==> src/hw/rtl/tmap_pkg.sv <==
// Shared constants, codes and types of the timed move acceleration planner.
`default_nettype none
package tmap_pkg;

  localparam int unsigned StopWindow = 40;
  localparam int unsigned MulW       = 88;
  localparam int unsigned NumW       = 59;
  localparam int unsigned DenW       = 48;
  localparam int unsigned CntW       = 6;
  localparam int unsigned DivSteps   = NumW;

  typedef enum logic [2:0] {
    CFG_MODE          = 3'd0,
    CFG_TARGET        = 3'd1,
    CFG_MOVE_TIME     = 3'd2,
    CFG_TIME_PER_TICK = 3'd3,
    CFG_MAX_ACCEL     = 3'd4,
    CFG_FIXED_ACCEL   = 3'd5,
    CFG_MIN_SPEED     = 3'd6
  } cfg_idx_e;

  typedef enum logic [6:0] {
    ST_IDLE = 7'b0000001,
    ST_EVAL = 7'b0000010,
    ST_MODE = 7'b0000100,
    ST_BANG = 7'b0001000,
    ST_MUL  = 7'b0010000,
    ST_DIV  = 7'b0100000,
    ST_OUT  = 7'b1000000
  } state_e;

  typedef enum logic [2:0] {
    STEP_CRAWL = 3'd0,
    STEP_DIST  = 3'd1,
    STEP_SPD   = 3'd2,
    STEP_2DA   = 3'd3,
    STEP_PROD  = 3'd4,
    STEP_VT    = 3'd5,
    STEP_TT    = 3'd6
  } step_e;

  typedef struct packed {
    logic signed [31:0] accel;
    logic               ovr_valid;
    logic signed [31:0] ovr_vel;
    logic               done;
  } result_t;

endpackage
`default_nettype wire

==> src/hw/rtl/timed_move_accel_planner.sv <==
// Timed move planner: per-tick acceleration command with trapezoid and cubic modes.
// Start items and idle ticks skip the datapath; their result passes from res_q to out_q in ST_OUT.
// An active tick runs the bit-serial shift-add multiplier (one multiplier bit per cycle)
// for each of its products, and the one-bit-per-cycle divider when the cubic quotient is formed.
// One item is in work at a time; moving the result to the output register frees the input.
// Reset: control and configuration registers take their reset values, the planner is idle, no result.
`default_nettype none
module timed_move_accel_planner (
  input  logic               clk_i,
  input  logic               rst_ni,
  input  logic               cfg_we_i,
  input  logic [2:0]         cfg_index_i,
  input  logic [31:0]        cfg_data_i,
  input  logic               in_valid_i,
  output logic               in_ready_o,
  input  logic               operation_i,
  input  logic signed [31:0] velocity_i,
  input  logic signed [31:0] position_i,
  output logic               out_valid_o,
  input  logic               out_ready_i,
  output logic signed [31:0] accel_o,
  output logic               override_valid_o,
  output logic signed [31:0] override_velocity_o,
  output logic               done_res_o
);

  // Configuration and control state.
  logic               mode_q;
  logic signed [31:0] target_q;
  logic [23:0]        move_time_q;
  logic [15:0]        tpt_q;
  logic [30:0]        max_q, fixed_q, vmin_q;
  logic [23:0]        rtime_q, rtime_d;
  logic               active_q, active_d;
  logic               out_valid_q, out_valid_d;
  tmap_pkg::state_e   state_q, state_d;
  tmap_pkg::step_e    step_q, step_d;
  logic [tmap_pkg::CntW-1:0] cnt_q, cnt_d;

  // Datapath registers.
  logic signed [32:0] s_q, s_d;
  logic signed [31:0] v_q, v_d;
  logic [23:0]        t_q, t_d;
  logic [63:0]        x_q, x_d;
  logic [62:0]        y_q, y_d;
  logic [55:0]        p_q, p_d;
  logic [tmap_pkg::DenW-1:0] den_q, den_d, dr_q, dr_d;
  logic [tmap_pkg::NumW-1:0] num_q, num_d, quo_q, quo_d;
  logic               nneg_q, nneg_d;
  logic [tmap_pkg::MulW-1:0] mcand_q, mcand_d, acc_q, acc_d;
  logic [32:0]        mplier_q, mplier_d;
  tmap_pkg::result_t  res_q, res_d, out_q, out_d;

  // Decision terms.
  logic               s_pos, s_neg, v_pos, v_neg, in_crawl, beyond, rem_ge;
  logic [32:0]        s_abs;
  logic [31:0]        v_abs;
  logic [30:0]        k_acc;
  logic signed [31:0] k_pos, k_neg, toward, away, vm_s;
  logic [80:0]        x_sh, lhs;
  logic signed [59:0] s_ext, s_term, p_mag, p_sgn, n_val;
  logic [tmap_pkg::NumW-1:0] n_abs;
  logic [tmap_pkg::DenW:0]   rem_shift;

  assign in_ready_o          = (state_q == tmap_pkg::ST_IDLE);
  assign out_valid_o         = out_valid_q;
  assign accel_o             = out_q.accel;
  assign override_valid_o    = out_q.ovr_valid;
  assign override_velocity_o = out_q.ovr_vel;
  assign done_res_o          = out_q.done;

  always_comb begin
    s_neg    = s_q[32];
    s_pos    = !s_q[32] && (s_q != '0);
    v_neg    = v_q[31];
    v_pos    = !v_q[31] && (v_q != '0);
    s_abs    = s_neg ? 33'(-s_q) : 33'(s_q);
    v_abs    = v_neg ? 32'(-v_q) : 32'(v_q);
    vm_s     = $signed({1'b0, vmin_q});
    in_crawl = (v_q <= vm_s) && (v_q >= -vm_s);
    k_acc    = mode_q ? max_q : fixed_q;
    k_pos    = $signed({1'b0, k_acc});
    k_neg    = -k_pos;
    toward   = s_pos ? k_pos : k_neg;
    away     = s_pos ? k_neg : k_pos;
    x_sh     = {x_q, 17'b0};
    lhs      = x_sh + 81'(y_q);
    beyond   = x_sh > 81'(acc_q[62:0]);
    // Cubic numerator 6*s*2^16 - 4*v*t, with v*t held as a magnitude.
    s_ext    = 60'(s_q);
    s_term   = (s_ext <<< 17) + (s_ext <<< 18);
    p_mag    = $signed(60'({p_q, 2'b00}));
    p_sgn    = v_neg ? -p_mag : p_mag;
    n_val    = s_term - p_sgn;
    n_abs    = n_val[59] ? tmap_pkg::NumW'(-n_val) : tmap_pkg::NumW'(n_val);
    rem_shift = {dr_q, num_q[tmap_pkg::NumW-1]};
    rem_ge    = rem_shift >= {1'b0, den_q};
  end

  always_comb begin
    state_d     = state_q;
    step_d      = step_q;
    cnt_d       = cnt_q;
    rtime_d     = rtime_q;
    active_d    = active_q;
    out_valid_d = out_valid_q && !out_ready_i;
    s_d = s_q;  v_d = v_q;  t_d = t_q;  x_d = x_q;  y_d = y_q;  p_d = p_q;
    den_d = den_q;  dr_d = dr_q;  num_d = num_q;  quo_d = quo_q;  nneg_d = nneg_q;
    mcand_d = mcand_q;  acc_d = acc_q;  mplier_d = mplier_q;
    res_d = res_q;  out_d = out_q;

    unique case (state_q)
      tmap_pkg::ST_IDLE: begin
        if (in_valid_i) begin
          if (operation_i) begin
            rtime_d  = move_time_q;
            active_d = 1'b1;
            res_d    = '0;
            state_d  = tmap_pkg::ST_OUT;
          end else if (!active_q) begin
            res_d   = '0;
            state_d = tmap_pkg::ST_OUT;
          end else begin
            t_d     = rtime_q;
            rtime_d = (rtime_q < 24'(tpt_q)) ? '0 : rtime_q - 24'(tpt_q);
            s_d     = 33'(target_q) - 33'(position_i);
            v_d     = velocity_i;
            state_d = tmap_pkg::ST_EVAL;
          end
        end
      end

      tmap_pkg::ST_EVAL: begin
        if (in_crawl && (s_abs < 33'(tmap_pkg::StopWindow))) begin
          active_d = 1'b0;
          res_d    = '{accel: '0, ovr_valid: 1'b1, ovr_vel: '0, done: 1'b1};
          state_d  = tmap_pkg::ST_OUT;
        end else if (in_crawl) begin
          v_d      = s_pos ? vm_s : -vm_s;
          acc_d    = '0;
          mcand_d  = tmap_pkg::MulW'(vmin_q);
          mplier_d = 33'(t_q);
          step_d   = tmap_pkg::STEP_CRAWL;
          state_d  = tmap_pkg::ST_MUL;
        end else begin
          state_d = tmap_pkg::ST_MODE;
        end
      end

      tmap_pkg::ST_MODE: begin
        if (!mode_q) begin
          priority if (s_neg && v_pos) begin
            res_d   = '{accel: k_neg, ovr_valid: 1'b0, ovr_vel: '0, done: 1'b0};
            state_d = tmap_pkg::ST_OUT;
          end else if (s_pos && v_neg) begin
            res_d   = '{accel: k_pos, ovr_valid: 1'b0, ovr_vel: '0, done: 1'b0};
            state_d = tmap_pkg::ST_OUT;
          end else if (k_acc == '0) begin
            res_d   = '0;
            state_d = tmap_pkg::ST_OUT;
          end else begin
            acc_d    = '0;
            mcand_d  = tmap_pkg::MulW'(k_acc);
            mplier_d = s_abs;
            step_d   = tmap_pkg::STEP_DIST;
            state_d  = tmap_pkg::ST_MUL;
          end
        end else if (t_q == '0) begin
          state_d = tmap_pkg::ST_BANG;
        end else begin
          acc_d    = '0;
          mcand_d  = tmap_pkg::MulW'(v_abs);
          mplier_d = 33'(t_q);
          step_d   = tmap_pkg::STEP_VT;
          state_d  = tmap_pkg::ST_MUL;
        end
      end

      tmap_pkg::ST_BANG: begin
        priority if (s_pos && !v_pos) begin
          res_d   = '{accel: k_pos, ovr_valid: 1'b0, ovr_vel: '0, done: 1'b0};
          state_d = tmap_pkg::ST_OUT;
        end else if (s_neg && !v_neg) begin
          res_d   = '{accel: k_neg, ovr_valid: 1'b0, ovr_vel: '0, done: 1'b0};
          state_d = tmap_pkg::ST_OUT;
        end else begin
          acc_d    = '0;
          mcand_d  = tmap_pkg::MulW'(k_acc);
          mplier_d = s_abs;
          step_d   = tmap_pkg::STEP_DIST;
          state_d  = tmap_pkg::ST_MUL;
        end
      end

      tmap_pkg::ST_MUL: begin
        if (mplier_q != '0) begin
          if (mplier_q[0]) begin
            acc_d = acc_q + mcand_q;
          end
          mcand_d  = mcand_q << 1;
          mplier_d = mplier_q >> 1;
        end else begin
          unique case (step_q)
            tmap_pkg::STEP_CRAWL: begin
              if (acc_q > tmap_pkg::MulW'({s_abs, 16'b0})) begin
                res_d   = '{accel: '0, ovr_valid: 1'b1, ovr_vel: v_q, done: 1'b0};
                state_d = tmap_pkg::ST_OUT;
              end else begin
                state_d = tmap_pkg::ST_MODE;
              end
            end
            tmap_pkg::STEP_DIST: begin
              x_d      = acc_q[63:0];
              acc_d    = '0;
              mcand_d  = tmap_pkg::MulW'(v_abs);
              mplier_d = 33'(v_abs);
              step_d   = tmap_pkg::STEP_SPD;
            end
            tmap_pkg::STEP_SPD: begin
              y_d = acc_q[62:0];
              if (mode_q || !beyond) begin
                res_d   = '{accel: beyond ? toward : away, ovr_valid: 1'b0,
                            ovr_vel: '0, done: 1'b0};
                state_d = tmap_pkg::ST_OUT;
              end else if (v_q == '0) begin
                res_d   = '{accel: toward, ovr_valid: 1'b0, ovr_vel: '0, done: 1'b0};
                state_d = tmap_pkg::ST_OUT;
              end else begin
                acc_d    = '0;
                mcand_d  = tmap_pkg::MulW'(k_acc);
                mplier_d = 33'({rtime_q, 1'b0});
                step_d   = tmap_pkg::STEP_2DA;
              end
            end
            tmap_pkg::STEP_2DA: begin
              acc_d    = '0;
              mcand_d  = tmap_pkg::MulW'(acc_q[55:0]);
              mplier_d = 33'(v_abs);
              step_d   = tmap_pkg::STEP_PROD;
            end
            tmap_pkg::STEP_PROD: begin
              // Enough time left to reach the target at this speed: keep accelerating.
              res_d   = '{accel: (tmap_pkg::MulW'(lhs) > acc_q) ? toward : '0,
                          ovr_valid: 1'b0, ovr_vel: '0, done: 1'b0};
              state_d = tmap_pkg::ST_OUT;
            end
            tmap_pkg::STEP_VT: begin
              p_d      = acc_q[55:0];
              acc_d    = '0;
              mcand_d  = tmap_pkg::MulW'(t_q);
              mplier_d = 33'(t_q);
              step_d   = tmap_pkg::STEP_TT;
            end
            tmap_pkg::STEP_TT: begin
              den_d   = acc_q[tmap_pkg::DenW-1:0];
              num_d   = n_abs;
              nneg_d  = n_val[59];
              dr_d    = '0;
              quo_d   = '0;
              cnt_d   = tmap_pkg::CntW'(tmap_pkg::DivSteps);
              state_d = tmap_pkg::ST_DIV;
            end
            default: begin
              state_d = tmap_pkg::ST_IDLE;
            end
          endcase
        end
      end

      tmap_pkg::ST_DIV: begin
        if (cnt_q != '0) begin
          num_d = num_q << 1;
          dr_d  = rem_ge ? tmap_pkg::DenW'(rem_shift - {1'b0, den_q})
                         : tmap_pkg::DenW'(rem_shift);
          quo_d = {quo_q[tmap_pkg::NumW-2:0], rem_ge};
          cnt_d = cnt_q - 1'b1;
        end else if (quo_q > tmap_pkg::NumW'(max_q)) begin
          state_d = tmap_pkg::ST_BANG;
        end else begin
          res_d   = '{accel: nneg_q ? -$signed(32'(quo_q)) : $signed(32'(quo_q)),
                      ovr_valid: 1'b0, ovr_vel: '0, done: 1'b0};
          state_d = tmap_pkg::ST_OUT;
        end
      end

      tmap_pkg::ST_OUT: begin
        if (!out_valid_q || out_ready_i) begin
          out_d       = res_q;
          out_valid_d = 1'b1;
          state_d     = tmap_pkg::ST_IDLE;
        end
      end

      default: begin
        state_d = tmap_pkg::ST_IDLE;
      end
    endcase
  end

  always_ff @(posedge clk_i or negedge rst_ni) begin
    if (!rst_ni) begin
      mode_q      <= 1'b1;
      target_q    <= '0;
      move_time_q <= '0;
      tpt_q       <= 16'd1;
      max_q       <= '0;
      fixed_q     <= 31'd65536;
      vmin_q      <= 31'd65536;
      rtime_q     <= '0;
      active_q    <= 1'b0;
      out_valid_q <= 1'b0;
      state_q     <= tmap_pkg::ST_IDLE;
      step_q      <= tmap_pkg::STEP_CRAWL;
      cnt_q       <= '0;
    end else begin
      rtime_q     <= rtime_d;
      active_q    <= active_d;
      out_valid_q <= out_valid_d;
      state_q     <= state_d;
      step_q      <= step_d;
      cnt_q       <= cnt_d;
      if (cfg_we_i) begin
        unique case (cfg_index_i)
          tmap_pkg::CFG_MODE:          mode_q      <= cfg_data_i[0];
          tmap_pkg::CFG_TARGET:        target_q    <= $signed(cfg_data_i);
          tmap_pkg::CFG_MOVE_TIME:     move_time_q <= cfg_data_i[23:0];
          tmap_pkg::CFG_TIME_PER_TICK: tpt_q       <= cfg_data_i[15:0];
          tmap_pkg::CFG_MAX_ACCEL:     max_q       <= cfg_data_i[30:0];
          tmap_pkg::CFG_FIXED_ACCEL:   fixed_q     <= cfg_data_i[30:0];
          tmap_pkg::CFG_MIN_SPEED:     vmin_q      <= cfg_data_i[30:0];
          default: begin
          end
        endcase
      end
    end
  end

  always_ff @(posedge clk_i) begin
    s_q      <= s_d;
    v_q      <= v_d;
    t_q      <= t_d;
    x_q      <= x_d;
    y_q      <= y_d;
    p_q      <= p_d;
    den_q    <= den_d;
    dr_q     <= dr_d;
    num_q    <= num_d;
    quo_q    <= quo_d;
    nneg_q   <= nneg_d;
    mcand_q  <= mcand_d;
    acc_q    <= acc_d;
    mplier_q <= mplier_d;
    res_q    <= res_d;
    out_q    <= out_d;
  end

  a_start_arms: assert property (@(posedge clk_i) disable iff (!rst_ni)
    in_valid_i && in_ready_o && operation_i |=> active_q)
    else $error("start beat did not arm the planner");

  a_done_shape: assert property (@(posedge clk_i) disable iff (!rst_ni)
    out_valid_o && done_res_o |-> override_valid_o && (accel_o == '0)
                                  && (override_velocity_o == '0))
    else $error("done result carries motion");

  a_div_nonzero: assert property (@(posedge clk_i) disable iff (!rst_ni)
    (state_q == tmap_pkg::ST_DIV) |-> (den_q != '0))
    else $error("divider started with zero divisor");

  a_state_onehot: assert property (@(posedge clk_i) disable iff (!rst_ni)
    $onehot(state_q))
    else $error("state register lost one-hot coding");

endmodule
`default_nettype wire

==> config.mk <==
export PLATFORM = sky130hd
export DESIGN_NAME = timed_move_accel_planner
export DESIGN_NICKNAME = d
export VERILOG_FILES = /design/src/hw/rtl/tmap_pkg.sv /design/src/hw/rtl/timed_move_accel_planner.sv
export SDC_FILE = /design/constraint.sdc
export NUM_CORES = 2
export LEC_CHECK = 0
export BUFFER_PORTS_ARGS = -buffer_cell sky130_fd_sc_hd__clkbuf_2
export CAP_MARGIN = 30
export CORE_MARGIN = 4
export CORE_UTILIZATION = 33
export CTS_BUF_LIST = sky130_fd_sc_hd__clkbuf_4 sky130_fd_sc_hd__clkbuf_8
export CTS_CLUSTER_SIZE = 20
export DETAILED_ROUTE_END_ITERATION = 6
export GPL_ROUTABILITY_DRIVEN = 0
export SKIP_CTS_REPAIR_TIMING = 1
export SLEW_MARGIN = 20
export SYNTH_ARGS = -nofsm -noshare
export SYNTH_HDL_FRONTEND = slang
export SYNTH_SLANG_ARGS = --single-unit
==> constraint.sdc <==
create_clock -name clk_i -period 13.85 [get_ports clk_i]
set_input_delay 1.385 -clock clk_i [delete_from_list [all_inputs] [get_ports clk_i]]
set_output_delay 1.385 -clock clk_i [all_outputs]
set_load 0.1 [all_outputs]
==> flow_metrics.tcl <==
set metrics [dict create \
    area_growth_pct 12.32 \
    cts_tree "done" \
    slew_headroom 0.2664 \
    powerDensity_mw_per_mm2 157.0 \
    startpoint_type "flop" \
    final_antenna_net_count 0 \
    post-route-min-period_ns 8.764 \
    setup_violations 0 \
    cts.path.max_buffers 3 \
    io_buffer_count 172 \
    wire_per_inst_um 24.45 \
    worst_slew_pin_slew_ns 1.073 \
    syn_nets 7563 \
    required_ns 14.50 \
    grt_pass1_wl_mm 360.5 \
    synth-seq-cells 1034 \
    skew_ns 0.09730 \
    rsz0062_at_grt "false" \
    async_flop_share 0.2012 \
    layout-drive-gt1-share 0.1210 \
    report.final.slew_viol_count 0 \
    grt_usage 0.2182 \
    arrival_ns 9.42 \
    critPathCaptureType "flop" \
    fin_util 0.3738 \
    finalSetupTns_ns 0 \
    cts_root_buf "clkbuf_8" \
    dpl.hpwl_mm 181.0 \
    synth-main-ff-cell "edfxtp_1" \
    io_pins 173 \
    grt_overflow 0 \
    cts_made_buffers 183 \
    grt_antenna_before_repair 12 \
    rows 167 \
    grt_max_degree 170 \
    grt_pass1_vias 56200 \
    hold_viol_final 0 \
    hold_path.class "in2async" \
    insertion_delay_ns 1.00 \
    hold_slack_ns 0.3628 \
    synth_area_mm2 0.06920 \
    dr_total_vias 57650 \
    first_pass_iters 7 \
    drv_cap 0 \
    synth_area_per_cell_um2 10.05 \
    seq_area_frac_synth 0.4338 \
    nets 7783 \
    ys_warn_count 0 \
    dieHeight_um 465.9 \
    wl_mm 245.6 \
    clk_pin_slew_ns 0.08 \
    nFillCells 20490 \
    coreArea_mm2 0.2079 \
    crit_path_max_fanout 39 \
    critPathKind "reg2reg" \
    initial_core_util 0.3328 \
    r2r_slack_ns 5.09 \
    final_common_cell "edfxtp_1" \
    layout_common_cells "edfxtp_1 (826), nor2_1 (559), ha_1 (539)" \
    outcome "completed" \
    vias_per_cell 5.738 \
    synth.distinct_cells 107 \
    leakagePower_nw 31.11 \
    ir_drop_mv 0.1491 \
    period_share 0.6328 \
    clock.fmax_mhz 114.1 \
    cts_max_level 4 \
    synth_edf_count 826 \
    drcViolationCount 0 \
    drtIter0Drc 6131 \
    cts.sinks 1034 \
    die_w_um 465.9 \
    die_area_mm2 0.2171 \
    syn-instance-count 6882 \
]
## power by group
part,switching [W],internal (W)
logic,0.00298,0.00164
registers,0.000498,0.00401
clock network,0.00141,0.00167
total,0.00488,0.00732
## layer usage
layer / GRT usage / routed length (µm) / vias up
met3: 0.04678 / 21230 / 810
li1: - / - / 26120
met1: 0.2704 / 96210 / 27820
met5: 0 / 230 / -
met4: 0.1415 / 18390 / 6
met2: 0.3440 / 109600 / 2897
## cells in the mapped netlist, drive strengths merged, types with 152 or more instances
cell	count	area, µm²
nand2	447	1678
dfrtp	203	5080
edfxtp	826	24800
ha	539	6744
o21ai	418	2092
xnor2	302	2653
nor2	569	2136
xor2	214	1874
a21oi	523	2621
a21o	244	1832
and2	152	950.9
clkbuf	221	830.8
inv	360	1351
## state kept, by name, indices dropped and copies added (netlist names), 24 cells and up
register             flops
acc_q                   88
accel_o                 32
den_q                   48
dr_q                    48
fixed_q                 31
max_q                   31
mcand_q                 88
move_time_q             24
mplier_q                33
num_q                   57
override_velocity_o     32
p_q                     56
quo_q                   59
res_q                   66
rtime_q                 24
s_q                     33
t_q                     24
target_q                32
v_q                     32
vmin_q                  31
x_q                     64
y_q                     63
## per-stage QoR
| step | setup WS [ns] | instance area [µm²] | power (W) | instances |
|---|---|---|---|---|
| 2_1_floorplan | 2.171 | 69200 | 0.007634 | 6882 |
| 3_3_place_gp | 5.317 | 73560 | 0.008967 | 9691 |
| 3_5_place_dp | 5.153 | 73650 | 0.009044 | 9695 |
| 4_1_cts | 5.120 | 77520 | 0.01216 | 10030 |
| 5_1_grt | 4.380 | 77700 | 0.01281 | 10040 |
| 6_report | 5.086 | 77720 | 0.01220 | 10050 |
## cell type report
cell class | count | area, µm² | share of cell area
diodes | 9 | 22.52 | 0.0002898
clock buffers | 266 | 3198 | 0.04115
clock inverters | 67 | 671.9 | 0.008645
inverters | 363 | 1363 | 0.01753
multi-input cells | 5225 | 36990 | 0.4760
flip-flops and latches | 1034 | 30020 | 0.3862
well taps | 2788 | 3488 | 0.04488
repair buffers | 295 | 1967 | 0.02531
## cells by family after synthesis
kind of cell    share of synthesized area
compound gates                     0.1799
xor+xnor                          0.06542
fa+ha+maj                          0.1082
buf+inv                           0.03417
flops                              0.4338
mux                               0.03190
simple gates                       0.1467
## worst paths after layout
check | from | to | cells past startpoint
max reg2reg | p_q[0] | num_q[8] | 26
min reg2reg | res_q[18] | override_velocity_o[17] | 0
min | rst_ni | max_q[8] | 1
max in group asynchronous | rst_ni | move_time_q[17] | 4
max | p_q[0] | num_q[8] | 26
min in group clk_i | res_q[18] | override_velocity_o[17] | 0
## worst max-delay path, stage by stage, from the launching register on
cell and delay [ns]:
edfxtp_1 0.53, inv_1 0.13, ha_1 0.34, nor4b_2 0.62, nand2_1 0.21, or4_1 0.52
or2_2 0.35, nor3_1 0.51, nand4_1 0.21, o31ai_1 0.31, xor2_1 0.20, fa_1 0.44
ha_1 0.46, nand3_1 0.14, or3_1 0.42, or3_1 0.43, a21oi_1 0.26, o311ai_0 0.20
a21oi_1 0.28, mux2i_1 0.11, or3_1 0.37, buf_4 0.23, inv_2 0.56, a31oi_1 0.15
o21ai_1 0.14, xor2_1 0.23, a21oi_1 0.09
(Power assumes the default switching activity.)
